File: src/rtl/ncov_ram.sv
// ---------------------------------------------------------------------------
// ncov_ram
// Simple dual-port RAM: one write port, one read port with registered data.
// ---------------------------------------------------------------------------
`default_nettype none

module ncov_ram #(
    parameter int WIDTH = 32,
    parameter int DEPTH = 4
) (
    input  logic                     i_clk,
    input  logic                     i_we,
    input  logic [$clog2(DEPTH)-1:0] i_waddr,
    input  logic [WIDTH-1:0]         i_wdata,
    input  logic [$clog2(DEPTH)-1:0] i_raddr,
    output logic [WIDTH-1:0]         o_rdata
);

    logic [WIDTH-1:0] r_mem [DEPTH];
    logic [WIDTH-1:0] r_rdata;

    // Write port and registered read port.
    always_ff @(posedge i_clk) begin
        if (i_we) begin
            r_mem[i_waddr] <= i_wdata;
        end
        r_rdata <= r_mem[i_raddr];
    end

    assign o_rdata = r_rdata;

endmodule

`default_nettype wire

File: config.mk
export PLATFORM = sky130hd
export DESIGN_NAME = ncov_ram
export DESIGN_NICKNAME = d
export VERILOG_FILES = /design/src/rtl/ncov_ram.sv
export SDC_FILE = /design/constraint.sdc
export NUM_CORES = 1
export LEC_CHECK = 0
export BUFFER_PORTS_ARGS = -buffer_cell sky130_fd_sc_hd__buf_2
export CORE_MARGIN = 2
export CORE_UTILIZATION = 40
export CTS_CLUSTER_DIAMETER = 120
export CTS_CLUSTER_SIZE = 14
export DETAILED_ROUTE_END_ITERATION = 6
export SLEW_MARGIN = 30
export SYNTH_ARGS = -nofsm -noshare
export SYNTH_HDL_FRONTEND = slang
export SYNTH_SLANG_ARGS = --single-unit
File: constraint.sdc
create_clock -name i_clk -period 3.2 [get_ports i_clk]
set_clock_uncertainty 0.2 [all_clocks]
set_input_delay 0.32 -clock i_clk [delete_from_list [all_inputs] [get_ports i_clk]]
set_output_delay 0.32 -clock i_clk [all_outputs]
set_load 0.01 [all_outputs]
==> metrics.md <==
| Metric | Value |
|---|---|
| Final setup violation count | 0 |
| Max Clk Rate | 675 MHz |
| Worst setup EP type | register |
| CTS sink count | 160 |
| Seq. cell area | 4480 sq um |
| Hold WS | 0.346 ns |
| Vias in the first global route | 2581 |
| Worst skew pair latency | 0.41 ns |
| Crit path DAT | 1.57 ns |
| Slew Limit Headroom | 42.2% |
| First-pass GRT wire length | 13800 um |
| Synth top area share | 72.1% |
| Peak supply drop | 0.000480 V |
| Synth Instances | 203 |
| Cell Area, Synth | 5330 sq um |
| Synth-to-Final Area Change | 27.1% |
| WS Path Type | primary input to register |
| R2r setup slk | 2.00 ns |
| Routed WL per cell | 16.9 um |
| Hold path depth | 1 |
| Layout cells sized above 1 | 39.9% |
| Worst R2R Path Depth | 1 |
| Die Span Y | 119 um |
| Critical path fanouts, max | 19 |
| Final TNS setup | 0 ns |
| Total CTS buffers | 17 |
| Avg Cell Area, Syn | 26.3 sq um |
| Top Ports | 70 |
| Fin. Hold Viols | 0 |
| CTS Root Cell | clkbuf_16 |
| Die Wd | 119 um |
| H-tree levels | 4 |
| Post-cts sizing count | 0 |
| Placement Cell Area | 5850 sq um |
| HP Class | register to register |
| Pre-antenna DRT Iters | 6 |
| WP data required | 3.28 ns |
| Leak Pwr | 0.00239 uW |
| TritonCTS clock tree | built |
| Yosys reg bits | 160 |
| Final GP Congestion | 0.616 |
| Tightest Pin Transition | 0.867 ns |
| Initial Util | 40.6% |
| Gr usage total | 13.6% |
| Netlist cell types | 10 |
| Critical R2R Capture | o_rdata[0]$_DFF_P_ |
| Pre-CTS setup slack | 1.25 ns |
| Residual DRC | 0 |
| Synth area leader | edfxtp_1 |
| Tcrit/Tclk final | 46.3% |
| Setup ws final | 1.72 ns |
| Via count | 2403 |
| # fillers | 1060 |
| DRT antenna net count | 0 |
| Core area | 13100 sq um |
| WL final | 8570 um |
| Cell row count | 42 |
| Core Util, Final | 51.6% |
| Final Net Count | 356 |
| Slew Limit Fails | 0 |
| Drt first-iter violations | 116 |
| Port bufs | 69 |
| Design area | 6780 sq um |
| Die Area | 14300 sq um |
| Pin count of the biggest net entering global routing | 33 |
| Pwr Density | 692 nW/um^2 |
| R2r startpoint | r_mem[1][0]$_DFFE_PP_ |
| CTS clk-pin slew, worst paths | 0.06 ns |
| Final HPWL DP | 4630 um |
| Outcome | finished clean |
| Vias per inst | 4.74 |
| Final min period | 1.48 ns |
| Mapped Nets | 241 |
| Sequential share of the synthesized area | 84.1% |
| Grt total ovfl | 0 |
| WHS Endpoint | o_rdata[31]$_DFF_P_ |
| Ant. Diodes | 0 |
| Max-cap check violation count | 0 |
| CP Launch Type | primary input |
| Syn. warnings | 0 |
| Synth area leaders | edfxtp_1 72%, mux4_2 13%, dfxtp_1 12% |
| Max clock buf depth | 2 |
| RSZ-0062 raised after global routing | no |
| Multi-input gate area | 774 sq um |
| Hold path startpoint | r_mem[0][31]$_DFFE_PP_ |
| Initial antenna violation count | 0 |
## sequential cells by signal (all words and copies together), names as in the netlist
signal and cells:
o_rdata 32, r_mem 128
## Yosys cell counts
cell,number
nor3b_1,1
buf_2,3
and3_1,1
mux4_2,30
buf_12,3
dfxtp_1,32
and3b_1,2
mux4_1,2
edfxtp_1,128
buf_6,1
## worst max-delay path by stage
stage	from	to	slack [ns]	cells past startpoint
CTS	i_raddr[0]	o_rdata[10]$_DFF_P_	1.70	3
global placement	i_raddr[0]	o_rdata[16]$_DFF_P_	1.27	3
global route	i_raddr[0]	o_rdata[7]$_DFF_P_	1.63	3
floorplan	i_waddr[1]	r_mem[0][0]$_DFFE_PP_	0.95	1
detailed placement	i_raddr[0]	o_rdata[12]$_DFF_P_	1.25	3
finish	i_raddr[0]	o_rdata[13]$_DFF_P_	1.72	3
## per-layer routing
metal	vias up	wire [um]	track usage, %
li1	1080	-	-
met2	59	4250	21.5
met5	-	0	0
met3	11	443	5.41
met1	1253	3770	16.7
met4	0	115	5.51
## cells in the final DEF (no fill, tap or decap)
cell type and n:
edfxtp_1 128, clkbuf_16 17, clkinvlp_4 2, clkinv_2 3, buf_4 1, mux4_1 2, buf_2 69, dlygate4sd3_1 32
bufinv_16 4, buf_12 1, dfxtp_1 32, and3b_2 2, clkbuf_1 3, and3_2 1, clkinv_4 1, clkinv_1 2
nor3b_4 1, mux4_2 30
## area by class of cell
class | instances | area share (%)
flip-flops and latches | 160 | 66.2
clock buffers | 20 | 6.45
multi-input cells | 36 | 11.4
well taps | 176 | 3.25
repair buffers | 103 | 10.2
clock inverters | 12 | 2.46
## repair_timing
item | 4_1_cts | 5_1_grt
setup buffers | 0 | 0
hold endpoints to repair | 128 | 0
hold buffers | 32 | 0
## where the power goes
part | internal [uW] | leakage, uW | switching, uW | total, uW
combinational | 132 | 0.000656 | 121 | 253
clock | 1300 | 0.000289 | 739 | 2030
sequential | 2370 | 0.00145 | 28.7 | 2400
## critical path, stage by stage
cell    delay [ns]
buf_2         0.42
buf_12        0.28
mux4_2        0.52
## per-stage QoR
stage               std cells  total power (uW)
floorplan                 203              2570
global placement          443              2670
detailed placement        443              2680
CTS                       507              4740
global route              507              4850
finish                    507              4690
## cell families (layout without fill, tap and decap cells)
kind of cell | after synthesis | after routing | share of synthesized area (%)
buffers and inverters | 7 | 135 | 1.62
AND/OR/NAND/NOR | 4 | 4 | 0.587
multiplexers | 32 | 32 | 13.7
flip-flops | 160 | 160 | 84.1
Note: power is estimated with default switching activity, not from simulation.
