<file path="config.mk">
export PLATFORM = sky130hd
export DESIGN_NAME = ncov_div
export DESIGN_NICKNAME = d
export VERILOG_FILES = /design/src/rtl/ncov_pkg.sv /design/src/rtl/ncov_div.sv
export SDC_FILE = /design/constraint.sdc
export NUM_CORES = 1
export LEC_CHECK = 0
export BUFFER_PORTS_ARGS = -buffer_cell sky130_fd_sc_hd__buf_2
export CAP_MARGIN = 20
export CORE_MARGIN = 4
export CORE_UTILIZATION = 40
export CTS_CLUSTER_DIAMETER = 40
export DETAILED_ROUTE_END_ITERATION = 16
export HOLD_SLACK_MARGIN = 0.1
export MAX_ROUTING_LAYER = met4
export SYNTH_ARGS = -nofsm -noshare
export SYNTH_HDL_FRONTEND = slang
export SYNTH_SLANG_ARGS = --single-unit
</file>
<file path="constraint.sdc">
create_clock -name i_clk -period 3.6 [get_ports i_clk]
set_input_delay 0 -clock i_clk [delete_from_list [all_inputs] [get_ports i_clk]]
set_output_delay 0 -clock i_clk [all_outputs]
set_load 0.05 [all_outputs]
</file>
<file path="src/rtl/ncov_pkg.sv">
// ---------------------------------------------------------------------------
// ncov_pkg
// Types, field widths and defaults shared by the covariance accumulator.
// ---------------------------------------------------------------------------
`default_nettype none

package ncov_pkg;

    // Default sizes of the array, the averaging window and the bin store.
    localparam int MICS_DEF     = 4;
    localparam int FRAMES_DEF   = 16;
    localparam int MAX_BINS_DEF = 512;

    // Fixed field widths of the stream items, the accumulators and the bin count register.
    localparam int MIC_BITS    = 2;
    localparam int BIN_BITS    = 9;
    localparam int FRAME_BITS  = 4;
    localparam int SAMPLE_BITS = 16;
    localparam int ACC_BITS    = 37;
    localparam int COV_BITS    = 33;
    localparam int CFG_BITS    = 10;

    // Reset value of the bin count register.
    localparam logic [CFG_BITS-1:0] BIN_COUNT_RST = 10'd512;

    // Packed stream widths, rounded up to whole bytes.
    localparam int IN_USED  = MIC_BITS + BIN_BITS + FRAME_BITS + 2 * SAMPLE_BITS;
    localparam int IN_BITS  = ((IN_USED + 7) / 8) * 8;
    localparam int OUT_USED = 2 * MIC_BITS + BIN_BITS + 2 * COV_BITS;
    localparam int OUT_BITS = ((OUT_USED + 7) / 8) * 8;

    // Quotient bits resolved by the divider in one cycle.
    localparam int DIV_STEP = 8;

    // Sequencer states.
    typedef enum logic [2:0] {
        ST_CLEAR,
        ST_IDLE,
        ST_ACC,
        ST_EM_ISSUE,
        ST_EM_WAIT
    } t_state;

    // Divider control from the sequencer.
    typedef struct packed {
        logic start;
        logic take;
    } t_div_ctl;

endpackage

`default_nettype wire

</file>
<file path="src/rtl/ncov_div.sv">
// ---------------------------------------------------------------------------
// ncov_div
// Signed division of an accumulator by the frame count, truncated toward zero.
// ---------------------------------------------------------------------------
`default_nettype none

module ncov_div #(
    parameter int FRAMES = ncov_pkg::FRAMES_DEF
) (
    input  logic                                i_clk,
    input  logic                                i_rst_n,
    input  ncov_pkg::t_div_ctl                  i_ctl,
    input  logic signed [ncov_pkg::ACC_BITS-1:0] i_dividend,
    output logic                                o_done,
    output logic signed [ncov_pkg::COV_BITS-1:0] o_quot
);
    import ncov_pkg::*;

    localparam int REM_W = $clog2(FRAMES + 1);
    localparam int STEPS = (ACC_BITS + DIV_STEP - 1) / DIV_STEP;
    localparam int MAG_W = STEPS * DIV_STEP;
    localparam int CNT_W = $clog2(STEPS + 1);
    localparam logic [REM_W:0] DIVISOR = (REM_W + 1)'(FRAMES);

    logic                r_busy;
    logic                r_done;
    logic                r_neg;
    logic [MAG_W-1:0]    r_mag;
    logic [MAG_W-1:0]    r_quot;
    logic [REM_W-1:0]    r_rem;
    logic [CNT_W-1:0]    r_cnt;
    logic [ACC_BITS-1:0] dividend_u;
    logic [ACC_BITS-1:0] mag_start;
    logic [REM_W-1:0]    rem_v;
    logic [MAG_W-1:0]    quot_v;
    logic [COV_BITS-1:0] quot_low;

    // Magnitude of the dividend; the most negative value maps to its unsigned size.
    assign dividend_u = i_dividend;
    assign mag_start  = dividend_u[ACC_BITS-1] ? (~dividend_u + 1'b1) : dividend_u;

    // One group of restoring long-division steps, most significant bit first.
    always_comb begin : div_steps
        logic [REM_W:0] trial;
        rem_v  = r_rem;
        quot_v = r_quot;
        trial  = '0;
        for (int b = 0; b < DIV_STEP; b++) begin
            trial = {rem_v, r_mag[MAG_W-1-b]};
            if (trial >= DIVISOR) begin
                trial  = trial - DIVISOR;
                quot_v = {quot_v[MAG_W-2:0], 1'b1};
            end else begin
                quot_v = {quot_v[MAG_W-2:0], 1'b0};
            end
            rem_v = trial[REM_W-1:0];
        end
    end

    // Control: busy while steps remain, done until the result is taken.
    always_ff @(posedge i_clk) begin
        if (!i_rst_n) begin
            r_busy <= 1'b0;
            r_done <= 1'b0;
            r_cnt  <= '0;
        end else if (i_ctl.start) begin
            r_busy <= 1'b1;
            r_done <= 1'b0;
            r_cnt  <= '0;
        end else if (r_busy) begin
            r_cnt <= r_cnt + 1'b1;
            if (r_cnt == CNT_W'(STEPS - 1)) begin
                r_busy <= 1'b0;
                r_done <= 1'b1;
            end
        end else if (i_ctl.take) begin
            r_done <= 1'b0;
        end
    end

    // Datapath registers.
    always_ff @(posedge i_clk) begin
        if (i_ctl.start) begin
            r_neg  <= dividend_u[ACC_BITS-1];
            r_mag  <= MAG_W'(mag_start);
            r_quot <= '0;
            r_rem  <= '0;
        end else if (r_busy) begin
            r_mag  <= r_mag << DIV_STEP;
            r_quot <= quot_v;
            r_rem  <= rem_v;
        end
    end

    // Restore the sign and keep the low result bits.
    assign quot_low = r_quot[COV_BITS-1:0];
    assign o_quot   = r_neg ? (~quot_low + 1'b1) : quot_low;
    assign o_done   = r_done;

endmodule

`default_nettype wire

</file>
==> results of run 1 <==
-- area by class of cell --
cell class / count / area, um2
clock buffer: 9 / 225
clock inverter: 7 / 52.6
fill: 1084 / 5840
inverter: 11 / 41.3
multi-input combinational: 373 / 2550
sequential: 84 / 2060
tap: 143 / 179
timing repair buffer: 97 / 611
-- state kept, by name, summed over array words and instances (netlist names) --
signal,count
r_neg,1
r_quot,33
r_cnt,3
r_mag,40
r_rem,5
r_busy,1
o_done,1
-- logic make-up (layout without fill, tap and decap cells) --
logic type,Yosys count,after routing,share of synthesized area
simple gates,170,170,0.185
compound gates,99,99,0.146
flops,84,84,0.432
xor+xnor,64,64,0.117
buf+inv,38,124,0.0328
mux,36,36,0.0760
fa+ha+maj,4,4,0.0105
-- path summary, 6_finish.rpt --
path                           from                     end  slack (ns)  depth (start not counted)
min                  i_dividend[26]     r_mag[26]$_DFFE_PP_        0.09                          3
min reg2reg     r_mag[29]$_DFFE_PP_  r_mag[37]$_SDFFE_PP0P_        0.48                          2
max          r_quot[6]$_SDFFE_PP0P_              o_quot[26]        0.96                          6
max reg2reg   r_rem[0]$_SDFFE_PP0P_  r_quot[0]$_SDFFE_PP0P_        2.20                          4
-- power by group through the flow --
stage                     sequential [W]  clock, W  combinational (W)
after floorplan                  0.00113         0           0.000550
after global placement           0.00115         0           0.000693
after detailed placement         0.00115         0           0.000699
after CTS                        0.00113  0.000898           0.000717
after global routing             0.00113  0.000934           0.000778
final                            0.00112  0.000884           0.000721
-- stage by stage --
stage | power, W | hold WS [ns] | setup slack (ns) | utilization | instances
2_1_floorplan | 0.00168 | 0.0989 | 1.42 | - | 495
3_3_place_gp | 0.00184 | 0.263 | 1.39 | 0.452 | 688
3_5_place_dp | 0.00185 | 0.265 | 1.36 | 0.452 | 688
4_1_cts | 0.00274 | 0.100 | 0.972 | 0.493 | 723
5_1_grt | 0.00284 | 0.120 | 0.825 | 0.495 | 724
6_report | 0.00272 | 0.0861 | 0.964 | 0.495 | 724
-- per-layer routing --
metal  wire length [um]  vias up
met4                114        0
met1               4950     1817
met3                392        8
met2               5180       62
li1                   -     1944
met5                  0        -
-- critical path, stage by stage (launching register included) --
cell,delay [ns]
sky130_fd_sc_hd__dfxtp_1,0.38
sky130_fd_sc_hd__or4_4,0.59
sky130_fd_sc_hd__nor4_2,0.40
sky130_fd_sc_hd__nand3_2,0.20
sky130_fd_sc_hd__o31ai_1,0.30
sky130_fd_sc_hd__xnor2_1,0.15
sky130_fd_sc_hd__buf_2,0.28
-- cell usage in the layout, fill, tap and decap left out, drive strengths merged --
cell type,count
nor4,10
or3,10
mux2i,34
a21oi,31
or2b,1
clkbuf,9
nand2b,4
o21ai,18
edfxtp,38
dfxtp,46
a21boi,1
ha,4
nand3,5
nor2,83
and2,6
or2,3
nor4b,2
nor2b,3
inv,17
or4,7
nor3,6
xor2,26
nand2,22
nand3b,3
dlygate4sd3,19
o31ai,23
nand4b,1
a31oi,2
xnor2,38
clkinvlp,1
nand4,4
o41ai,15
mux2,2
a211o,1
a311oi,1
buf,78
a211oi,7
-- timing repair --
action,in CTS,in global routing
hold endpoints to repair,22,0
setup buffers,0,0
hold buffers,19,0
gates resized for setup,0,0
==> out/summary.txt, run 1 <==
=================================================================================
Vias after detailed routing                                                  3831
Number of placement rows                                                       39
Total of max-cap violations                                                     0
H-tree Lvls                                                                     3
Maximum ir drop on the vdd rail                                        0.000252 V
Hold Vio Cnt, Final                                                             0
Share of the clock period used by the worst path                            0.732
Synth top cells by count                                             sky130_fd_sc_hd__nor2_1 (83), sky130_fd_sc_hd__dfxtp_1 (46), sky130_fd_sc_hd__edfxtp_1 (38), sky130_fd_sc_hd__xnor2_1 (38), sky130_fd_sc_hd__mux2i_1 (34)
Number of buffers on the longest clock path                                     2
Fraction of final layout cells with drive strength greater than 1           0.207
Diode insertion count for antenna repair                                        0
GR met1 Demand/Resource                                                     0.212
Per-instance average area after synthesis                                9.64 um2
Design Area, Final                                                       5730 um2
Detailed-route vias per instance                                             5.29
Combinational group share of total power                                    0.265
Critical path class                                                    reg -> out
Sequential power share                                                      0.411
Effective utilization at floorplan                                          0.413
Maximum frequency from static timing analysis                             379 MHz
Shortest clock period the worst path allows after layout                  2.64 ns
Number of antenna violations at the first check in global routing               0
CTS tree                                                                      yes
Clock net sink count                                                           84
Area share of the largest cell type after synthesis                         0.239
First-pass GRT wire length                                               17400 um
Number of input and output port buffers inserted                               74
Number of enable flip-flop cells after synthesis                               38
Proportion of power drawn by the clock network                              0.324
Io pins                                                                        75
Number of iterations in the first detailed-routing pass                         4
Net switching power                                                    0.000931 W
Clock buffer count from CTS                                                     9
Largest driver fanout on the critical path                                      7
Unique masters post-synth                                                      47
Area growth syn-to-layout                                                   20.0%
Grt peak-use layer                                                           met2
Final total negative setup slack                                             0 ns
Share of synthesized registers carrying an async set or reset                   0
Sw Ratio                                                                    0.342
Number of nets with antenna violations after routing                            0
Wirelength, routed                                                       10600 um
Clock insertion delay at the later pin of the skew report                 0.34 ns
Dominant cells by area after synthesis                               sky130_fd_sc_hd__edfxtp_1 (24%), sky130_fd_sc_hd__dfxtp_1 (19%), sky130_fd_sc_hd__mux2i_1 (7.1%)
Root Driver                                                          sky130_fd_sc_hd__clkbuf_16
Number of nets produced by synthesis                                          540
Hold crit path type                                                     in -> reg
Status                                                               finished, final reports clean
Core area                                                               11600 um2
Area of the die                                                         13700 um2
Height of the die                                                          117 um
Final slew viol count                                                           0
Transition time of the tightest slew-check pin                           0.878 ns
Met3 Use GR                                                                0.0314
Net count reported at finish                                                  621
Largest net degree at the start of global routing                              56
Most used standard cell by instance count after synthesis            sky130_fd_sc_hd__nor2_1
Area after detailed placement                                            5230 um2
Mapped cell area                                                         4770 um2
Data required time at the worst endpoint                                  3.60 ns
Synthesis warning total                                                         0
Power density cells                                                    476 nW/um2
Static leakage power                                                      2.18 nW
Crit end category                                                    primary output
Setup repair after global routing missed its margin                            no
Total DRC errors in the routed layout                                           0
Gate count of the mapped netlist                                              495
Remaining Overflow, GRT                                                         0
Routability congestion estimate from global placement                       0.825
Setup Viol. Count Final                                                         0
Crit path arrival time                                                    2.64 ns
GRT Total Usage                                                             0.164
Share of the yosys chip area belonging to registers                         0.432
Top cell type by total area after synthesis                          sky130_fd_sc_hd__edfxtp_1
Sum of net half-perimeters after detailed placement                       7520 um
Floorplan die width                                                        117 um
Routed len/inst                                                           14.7 um
Clock skew                                                              0.0106 ns
Number of register bits inferred by synthesis                                  84
Vias in the first global route                                               3566
Internal power                                                          0.00179 W
Met2 Use GR                                                                 0.261
Slew margin rel.                                                            0.415
Top FF cell, synth                                                   sky130_fd_sc_hd__dfxtp_1
Register clock-pin slew on the reported worst setup and hold paths        0.07 ns
CP startpoint kind                                                           flop
DRC violation total after the first TritonRoute iteration                     214
=================================================================================
Note: power is estimated with default switching activity, not from simulation.
==> run 2: changes to the inputs <==
--- a/config.mk
+++ b/config.mk
@@ -5,6 +5,7 @@
 export SDC_FILE = /design/constraint.sdc
 export NUM_CORES = 1
 export LEC_CHECK = 0
+export ABC_AREA = 1
 export BUFFER_PORTS_ARGS = -buffer_cell sky130_fd_sc_hd__buf_2
 export CAP_MARGIN = 20
 export CORE_MARGIN = 4
==> constraint.sdc (replaced) <==
create_clock -name i_clk -period 2.4 [get_ports i_clk]
set_input_delay 0 -clock i_clk [delete_from_list [all_inputs] [get_ports i_clk]]
set_output_delay 0 -clock i_clk [all_outputs]
set_load 0.05 [all_outputs]
==> run 2 against run 1 <==
  * Wire length rose by 36%
  * Synthesized cell count grew 47%
  * Clock power is 43% higher
  * Largest power group unchanged
  * Clock-buffer cell count grew 1
  * Worst setup slack got worse by 0.67 ns
==> out/summary.txt, run 2 <==
====================================================================================
Status                                                                  finished, final reports clean   unchanged
Total DRC errors in the routed layout                                              0   unchanged
Top cell type by total area after synthesis                             sky130_fd_sc_hd__edfxtp_1   unchanged
Largest driver fanout on the critical path                                         6   was 7
Met3 Use GR                                                                   0.0286   was 0.0314
Worst Reg-to-Reg Cells                                                             3   was 4
Cell breakdown of the critical path                                     inv_1 -> ha_1 -> nand4_2 -> nor2_4 -> nand3_1 -> nand2_2 -> nand3_1 -> xor2_1 -> buf_2   was or4_4 -> nor4_2 -> nand3_2 -> o31ai_1 -> xnor2_1 -> buf_2
Detailed-route vias per instance                                                5.12   was 5.29
Largest net degree at the start of global routing                                 46   was 56
Floorplan die width                                                           123 um   was 117 um
Transition time of the tightest slew-check pin                              0.681 ns   was 0.878 ns
Clock buffer count from CTS                                                        9   unchanged
Crit path arrival time                                                       2.10 ns   was 2.64 ns
Cell type of the slowest stage on the worst timing path                 sky130_fd_sc_hd__dfxtp_1   was sky130_fd_sc_hd__or4_4
Sum of net half-perimeters after detailed placement                         11100 um   was 7520 um
Slew margin rel.                                                               0.545   was 0.415
Core area                                                                  12800 um2   was 11600 um2
Number of enable flip-flop cells after synthesis                                  38   unchanged
Per-instance average area after synthesis                                   7.22 um2   was 9.64 um2
Synthesis warning total                                                            0   unchanged
Hold crit path type                                                        in -> reg   unchanged
Critical Path Sink                                                        o_quot[26]   unchanged
Share of the yosys chip area belonging to registers                            0.391   was 0.432
Largest register FFs                                                              40   unchanged
Start of the worst register-to-register path                            r_busy$_SDFF_PN0_   was r_rem[0]$_SDFFE_PP0P_
Design Area, Final                                                          6190 um2   was 5730 um2
GR met1 Demand/Resource                                                        0.257   was 0.212
Hold Vio Cnt, Final                                                                0   unchanged
Crit end category                                                       primary output   unchanged
Clock net sink count                                                              84   unchanged
Net count reported at finish                                                     856   was 621
Dominant cells by area after synthesis                                  sky130_fd_sc_hd__edfxtp_1 (22%), sky130_fd_sc_hd__dfxtp_1 (17%), sky130_fd_sc_hd__nand2_1 (13%)   was sky130_fd_sc_hd__edfxtp_1 (24%), sky130_fd_sc_hd__dfxtp_1 (19%), sky130_fd_sc_hd__mux2i_1 (7.1%)
Number of antenna violations at the first check in global routing                  0   unchanged
Data required time at the worst endpoint                                     2.40 ns   was 3.60 ns
Share of the clock period used by the worst path                               0.875
Fraction of final layout cells with drive strength greater than 1              0.172   was 0.207
Number of input and output port buffers inserted                                  74   unchanged
H-tree Lvls                                                                        3   unchanged
First element of the critical path                                      r_quot[1]$_SDFFE_PP0P_   was r_quot[6]$_SDFFE_PP0P_
Unique masters post-synth                                                         41   was 47
Diode insertion count for antenna repair                                           0   unchanged
Vias after detailed routing                                                     5058   was 3831
Area of the die                                                            15100 um2   was 13700 um2
Final total negative setup slack                                                0 ns   unchanged
Total of max-cap violations                                                        0   unchanged
Vias in the first global route                                                  4896   was 3566
Power density cells                                                       660 nW/um2   was 476 nW/um2
Setup repair after global routing missed its margin                               no   unchanged
Area after detailed placement                                               5790 um2   was 5230 um2
Number of buffers on the longest clock path                                        2   unchanged
Register-to-register path setup slack                                        0.90 ns   was 2.20 ns
Effective utilization at floorplan                                             0.413   about the same
Final slew viol count                                                              0   unchanged
Root Driver                                                             sky130_fd_sc_hd__clkbuf_16   unchanged
Maximum ir drop on the vdd rail                                           0.000365 V   was 0.000252 V
Final standard cell utilization of the core                                    0.485   was 0.495
Most frequent cells in the layout                                       sky130_fd_sc_hd__nand2_1 (181), sky130_fd_sc_hd__inv_1 (81), sky130_fd_sc_hd__nor2_1 (74), sky130_fd_sc_hd__buf_2 (74), sky130_fd_sc_hd__nand3_1 (65)   was sky130_fd_sc_hd__nor2_1 (83), sky130_fd_sc_hd__buf_2 (74), sky130_fd_sc_hd__dfxtp_1 (45)
Largest regs                                                            r_mag (40), r_quot (33), r_rem (5)   unchanged
Clock insertion delay at the later pin of the skew report                    0.34 ns   about the same
Number of register bits inferred by synthesis                                     84   unchanged
Static leakage power                                                         2.85 nW   was 2.18 nW
Most used cell, CP                                                      sky130_fd_sc_hd__nand3_1
Synth top cells by count                                                sky130_fd_sc_hd__nand2_1 (181), sky130_fd_sc_hd__inv_1 (81), sky130_fd_sc_hd__nor2_1 (74)   was sky130_fd_sc_hd__nor2_1 (83), sky130_fd_sc_hd__dfxtp_1 (46), sky130_fd_sc_hd__edfxtp_1 (38), sky130_fd_sc_hd__xnor2_1 (38), sky130_fd_sc_hd__mux2i_1 (34)
Mapped cell area                                                            5270 um2   was 4770 um2
Number of placement rows                                                          41   was 39
Height of the die                                                             123 um   was 117 um
CP startpoint kind                                                              flop   unchanged
Routed len/inst                                                              14.6 um   was 14.7 um
Number of instances resized during post-cts repair                                 0   unchanged
Power, Total                                                               0.00409 W   was 0.00272 W
Io pins                                                                           75   unchanged
Endpoint of the lowest-slack register-to-register path                  r_mag[20]$_DFFE_PP_   was r_quot[0]$_SDFFE_PP0P_
Max stage delay on crit path                                                 0.33 ns   was 0.59 ns
Share of synthesized registers carrying an async set or reset                      0   unchanged
Shortest clock period the worst path allows after layout                     2.10 ns
Setup Viol. Count Final                                                            0   unchanged
Maximum frequency from static timing analysis                                476 MHz
Number of iterations in the first detailed-routing pass                            5   was 4
Number of nets produced by synthesis                                             775   was 540
Top FF cell, synth                                                      sky130_fd_sc_hd__dfxtp_1   unchanged
Clock skew                                                                0.00817 ns   was 0.0106 ns
Remaining Overflow, GRT                                                            0   unchanged
First-pass GRT wire length                                                  23900 um   was 17400 um
Number of cells in the design after placement                                    959   was 688
Most used standard cell by instance count after synthesis               sky130_fd_sc_hd__nand2_1   was sky130_fd_sc_hd__nor2_1
Register with the most flip-flops                                              r_mag   unchanged
CTS tree                                                                         yes   unchanged
Area growth syn-to-layout                                                      17.4%   was 20.0%
Routability congestion estimate from global placement                          0.921   was 0.825
Register clock-pin slew on the reported worst setup and hold paths           0.06 ns   was 0.07 ns
Wirelength, routed                                                          14400 um   was 10600 um
Gate count of the mapped netlist                                                 730   was 495
DRC violation total after the first TritonRoute iteration                        462   was 214
Number of setup buffers added after CTS                                            0   unchanged
Depth of the critical timing path with buffers and inverters included              9   was 6
GRT Total Usage                                                                0.205   was 0.164
Critical path class                                                       reg -> out   unchanged
Grt peak-use layer                                                              met2   unchanged
Count of buffer and inverter cells on the critical path                            2   was 1
Area share of the largest cell type after synthesis                            0.216   was 0.239
Non-filler cells, final                                                          988   was 724
Met2 Use GR                                                                    0.343   was 0.261
Largest delay contributor family on the critical path                   simple AND/OR/NAND/NOR gates   unchanged
Number of nets with antenna violations after routing                               0   unchanged
Most common cell after layout, fill and taps aside                      sky130_fd_sc_hd__nand2_1   was sky130_fd_sc_hd__nor2_1
====================================================================================
==> run 2: cell count changes after synthesis, moves of 14 or more <==
cell                      before  now
sky130_fd_sc_hd__a21oi_1      31    9
sky130_fd_sc_hd__o31ai_1      20    0
sky130_fd_sc_hd__inv_1        11   81
sky130_fd_sc_hd__nand4_1       3   17
sky130_fd_sc_hd__nand2_1      22  181
sky130_fd_sc_hd__xnor2_1      38    2
sky130_fd_sc_hd__mux2i_1      34    0
sky130_fd_sc_hd__o21ai_0      17   35
sky130_fd_sc_hd__nand3_1       4   65
sky130_fd_sc_hd__o22ai_1       0   25
==> run 2: where the power goes <==
group          total, W  switching (W)  internal (W)  leakage (nW)
Clock           0.00126       0.000547      0.000718         0.142
Sequential      0.00165      0.0000421       0.00161         0.764
Combinational   0.00117       0.000860      0.000310          1.94
Total           0.00409        0.00145       0.00264          2.85
==> run 2: final cells by class <==
type / count / area [um2]
clock inverter: 6 / 30.0
inverter: 92 / 345
timing repair buffer: 96 / 568
sequential: 84 / 2060
clock buffer: 10 / 239
tap: 172 / 215
multi-input combinational: 528 / 2730
fill: 1294 / 6580
==> run 2: routing by layer <==
metal | up-vias | routed length, um
li1 | 2579 | -
met1 | 2325 | 6530
met2 | 132 | 6970
met4 | 0 | 267
met5 | - | 0
met3 | 22 | 654
==> run 2: how the worst min path moves through the flow <==
stage	start	slack (ns)	to	cells after the start
global route	i_dividend[7]	0.12	r_mag[7]$_SDFFCE_PN0P_	3
global placement	i_rst_n	0.24	r_busy$_SDFF_PN0_	3
CTS	i_dividend[27]	0.10	r_mag[27]$_DFFE_PP_	4
detailed placement	i_rst_n	0.25	r_busy$_SDFF_PN0_	3
finish	i_dividend[28]	0.10	r_mag[28]$_DFFE_PP_	4
floorplan	i_dividend[36]	0.1	r_neg$_DFFE_PP_	0
==> run 2: worst reg2reg max path, stage by stage, from the launching register on <==
cell and delay [ns]:
sky130_fd_sc_hd__dfxtp_1 0.47, sky130_fd_sc_hd__nor2_1 0.12, sky130_fd_sc_hd__inv_2 0.07, sky130_fd_sc_hd__buf_4 0.46
==> run 2: cell families after synthesis <==
family                   Yosys count  share of synthesized area
AO/OA/AOI/OAI                     98                      0.107
XOR/XNOR                          37                     0.0615
adder cells (fa/ha/maj)            4                    0.00949
buffers and inverters            118                     0.0909
flip-flops                        84                      0.391
AND/OR/NAND/NOR                  389                      0.340
==> run 2: through the flow <==
stage               setup slack [ns]  hold slack (ns)
floorplan                      0.483           0.0989
global placement               0.703            0.245
detailed placement             0.665            0.248
CTS                            0.296            0.100
global route                   0.146            0.121
finish                         0.299            0.100
==> run 2: repair_timing <==
action | 4_1_cts | 5_1_grt
endpoints found under the hold margin | 16 | 0
setup endpoints to repair | 0 | 0
hold buffers | 13 | 0
==> run 3: changes to the inputs <==
--- a/config.mk
+++ b/config.mk
@@ -10,6 +10,7 @@
 export CAP_MARGIN = 20
 export CORE_MARGIN = 4
 export CORE_UTILIZATION = 40
+export CTS_BUF_LIST = sky130_fd_sc_hd__clkbuf_8
 export CTS_CLUSTER_DIAMETER = 40
 export DETAILED_ROUTE_END_ITERATION = 16
 export HOLD_SLACK_MARGIN = 0.1
==> run 3 against run 2 <==
  * Non-clock buffer count grew 12
  * Via count grew 0.28%
  * Global-route usage is essentially flat
  * Clock-buffer cell count is the same
  * Clock power shrank 28%
  * Utilization grew 0.15 points
  * Largest cell class unchanged
  * Highest routed layer unchanged
  * Register-to-register slack is essentially flat
  * Fmax shrank 2.0%
  * Critical path depth grew 1
  * Largest power group unchanged
==> out/summary.txt, run 3 (synthesis gave the netlist of run 2 again) <==
=================================================================================
Slew margin rel.                                                            0.535   was 0.545
Area of the die                                                         15100 um2   unchanged
Routed len/inst                                                           14.4 um   was 14.6 um
Io pins                                                                        75   unchanged
End point of the most critical hold path                             r_mag[2]$_SDFFCE_PN0P_   was r_mag[28]$_DFFE_PP_
Register clock-pin slew on the reported worst setup and hold paths        0.09 ns   was 0.06 ns
Largest driver fanout on the critical path                                      6   unchanged
Clock skew                                                             0.00888 ns   was 0.00817 ns
Top Metal Used                                                               met4   unchanged
Data required time at the worst endpoint                                  2.40 ns   about the same
Most common cell after layout, fill and taps aside                   sky130_fd_sc_hd__nand2_1   unchanged
Detailed-route vias per instance                                             5.07   was 5.12
Effective utilization at floorplan                                          0.413   unchanged
Register with the most flip-flops                                           r_mag   unchanged
Crit path arrival time                                                    2.14 ns   was 2.10 ns
Area growth syn-to-layout                                                   17.8%   was 17.4%
Clock insertion delay at the later pin of the skew report                 0.36 ns   was 0.34 ns
Diode insertion count for antenna repair                                        0   unchanged
First-pass GRT wire length                                               23800 um   was 23900 um
Clock buffer count from CTS                                                     9   unchanged
Worst Reg-to-Reg Cells                                                          3   unchanged
Vias in the first global route                                               4916   was 4896
Number of placement rows                                                       41   unchanged
Floorplan die width                                                        123 um   unchanged
Number of antenna violations at the first check in global routing               0   unchanged
Detail Route met3 WL                                                       726 um   was 654 um
Number of input and output port buffers inserted                               74   unchanged
Start of the worst register-to-register path                         r_busy$_SDFF_PN0_   unchanged
Fill cell count                                                              1306   was 1294
Largest register FFs                                                           40   unchanged
Sum of net half-perimeters after detailed placement                      11100 um   unchanged
H-tree Lvls                                                                     3   unchanged
Most frequent cells in the layout                                    sky130_fd_sc_hd__nand2_1 (181), sky130_fd_sc_hd__inv_1 (81), sky130_fd_sc_hd__nor2_1 (74), sky130_fd_sc_hd__buf_2 (74), sky130_fd_sc_hd__nand3_1 (65)   unchanged
Area occupied by multi-input gates                                       2730 um2   unchanged
Startpoint of the most critical hold path                            i_dividend[2]   was i_dividend[28]
Worst Hold Depth                                                                3   was 4
Crit end category                                                    primary output   unchanged
Wirelength, routed                                                       14400 um   about the same
Register-to-register path setup slack                                     0.90 ns   about the same
DRC violation total after the first TritonRoute iteration                     449   was 462
Root Driver                                                          sky130_fd_sc_hd__clkbuf_8   was sky130_fd_sc_hd__clkbuf_16
Hold Vio Cnt, Final                                                             0   unchanged
Share of the clock period used by the worst path                            0.893   was 0.875
Routability congestion estimate from global placement                       0.921   unchanged
Maximum ir drop on the vdd rail                                        0.000243 V   was 0.000365 V
FF+latch area                                                            2060 um2   unchanged
Clock net sink count                                                           84   unchanged
Final total negative setup slack                                             0 ns   unchanged
Number of setup buffers added after CTS                                         0   unchanged
Hold crit path type                                                     in -> reg   unchanged
Status                                                               finished, final reports clean   unchanged
Number of nets with antenna violations after routing                            0   unchanged
Remaining Overflow, GRT                                                         0   unchanged
Transition time of the tightest slew-check pin                           0.697 ns   was 0.681 ns
Maximum frequency from static timing analysis                             466 MHz   was 476 MHz
Number of iterations in the first detailed-routing pass                         5   unchanged
Number of buffers on the longest clock path                                     2   unchanged
GRT Total Usage                                                             0.206   was 0.205
Core area                                                               12800 um2   unchanged
Net count reported at finish                                                  868   was 856
Height of the die                                                          123 um   unchanged
Largest net degree at the start of global routing                              46   unchanged
Power density cells                                                    602 nW/um2   was 660 nW/um2
Total of max-cap violations                                                     0   unchanged
Total length of routed met2 wires                                         6960 um   was 6970 um
CP startpoint kind                                                           flop   unchanged
Routed length on met1                                                     6450 um   was 6530 um
Total DRC errors in the routed layout                                           0   unchanged
Largest regs                                                         r_mag (40), r_quot (33), r_rem (5)   unchanged
Shortest clock period the worst path allows after layout                  2.14 ns   was 2.10 ns
Vias after detailed routing                                                  5072   was 5058
Final slew viol count                                                           0   unchanged
Static leakage power                                                      2.85 nW   about the same
Setup Viol. Count Final                                                         0   unchanged
CTS tree                                                                      yes   unchanged
Final hold slack                                                         0.110 ns   was 0.100 ns
Setup repair after global routing missed its margin                            no   unchanged
Fraction of final layout cells with drive strength greater than 1           0.169   was 0.172
Critical path class                                                    reg -> out   unchanged
Endpoint of the lowest-slack register-to-register path               r_mag[23]$_DFFE_PP_   was r_mag[20]$_DFFE_PP_
=================================================================================
run 3: changes by cell type in the layout (fill, tap and decap cells not counted), sizes merged:
| cell | before | now |
|---|---|---|
| dlygate4sd3 | 13 | 25 |
run 3: worst max-delay path: stages (launching register included):
cell	delay [ns]
sky130_fd_sc_hd__dfxtp_1	0.35
sky130_fd_sc_hd__inv_1	0.10
sky130_fd_sc_hd__ha_1	0.22
sky130_fd_sc_hd__nand4_2	0.17
sky130_fd_sc_hd__nor2_4	0.19
sky130_fd_sc_hd__nand2_1	0.07
sky130_fd_sc_hd__nor2_1	0.13
sky130_fd_sc_hd__xor2_1	0.17
sky130_fd_sc_hd__nand2_1	0.06
sky130_fd_sc_hd__nand2_1	0.07
sky130_fd_sc_hd__buf_2	0.26
run 3: per-stage QoR:
step / setup WS [ns] / utilization / area, um2 / power, W / instances
5_1_grt: 0.0968 / 0.486 / 6210 / 0.00395 / 1000
3_5_place_dp: 0.665 / 0.453 / 5790 / 0.00284 / 959
6_report: 0.256 / 0.486 / 6210 / 0.00374 / 1000
3_3_place_gp: 0.703 / 0.453 / 5790 / 0.00283 / 959
2_1_floorplan: 0.483 / - / 5270 / 0.00254 / 730
4_1_cts: 0.256 / 0.486 / 6210 / 0.00377 / 1000
run 3: worst max-delay path by stage:
stage                                       from    endpoint  cells after the start
after floorplan           r_quot[0]$_SDFFE_PP0P_  o_quot[26]                      8
after global placement    r_quot[0]$_SDFFE_PP0P_  o_quot[26]                      9
after detailed placement  r_quot[0]$_SDFFE_PP0P_  o_quot[26]                      9
after CTS                 r_quot[0]$_SDFFE_PP0P_  o_quot[26]                      9
after global routing      r_quot[0]$_SDFFE_PP0P_  o_quot[26]                      9
final                     r_quot[1]$_SDFFE_PP0P_  o_quot[32]                     10
run 3: area by class of cell:
cell class,instances,share of cell area
Clock buffer,10,0.0222
Clock inverter,6,0.00484
Inverter,92,0.0556
Multi-Input combinational cell,528,0.440
Sequential cell,84,0.332
Tap cell,172,0.0347
Timing Repair Buffer,108,0.111
run 3: timing repair:
action / CTS / global route
hold buffers: 25 / 0
hold endpoints to repair: 29 / 0
resized for setup: 0 / 0
run 3: power by group:
part / switching (W) / internal [W]
clock network: 0.000513 / 0.000393
registers: 0.0000422 / 0.00161
logic: 0.000861 / 0.000323
total: 0.00142 / 0.00233
run 3: layer usage:
layer,vias up,track usage
met1,2307,0.255
met5,-,-
li1,2593,-
met4,0,0.0721
met3,21,0.0318
met2,151,0.341
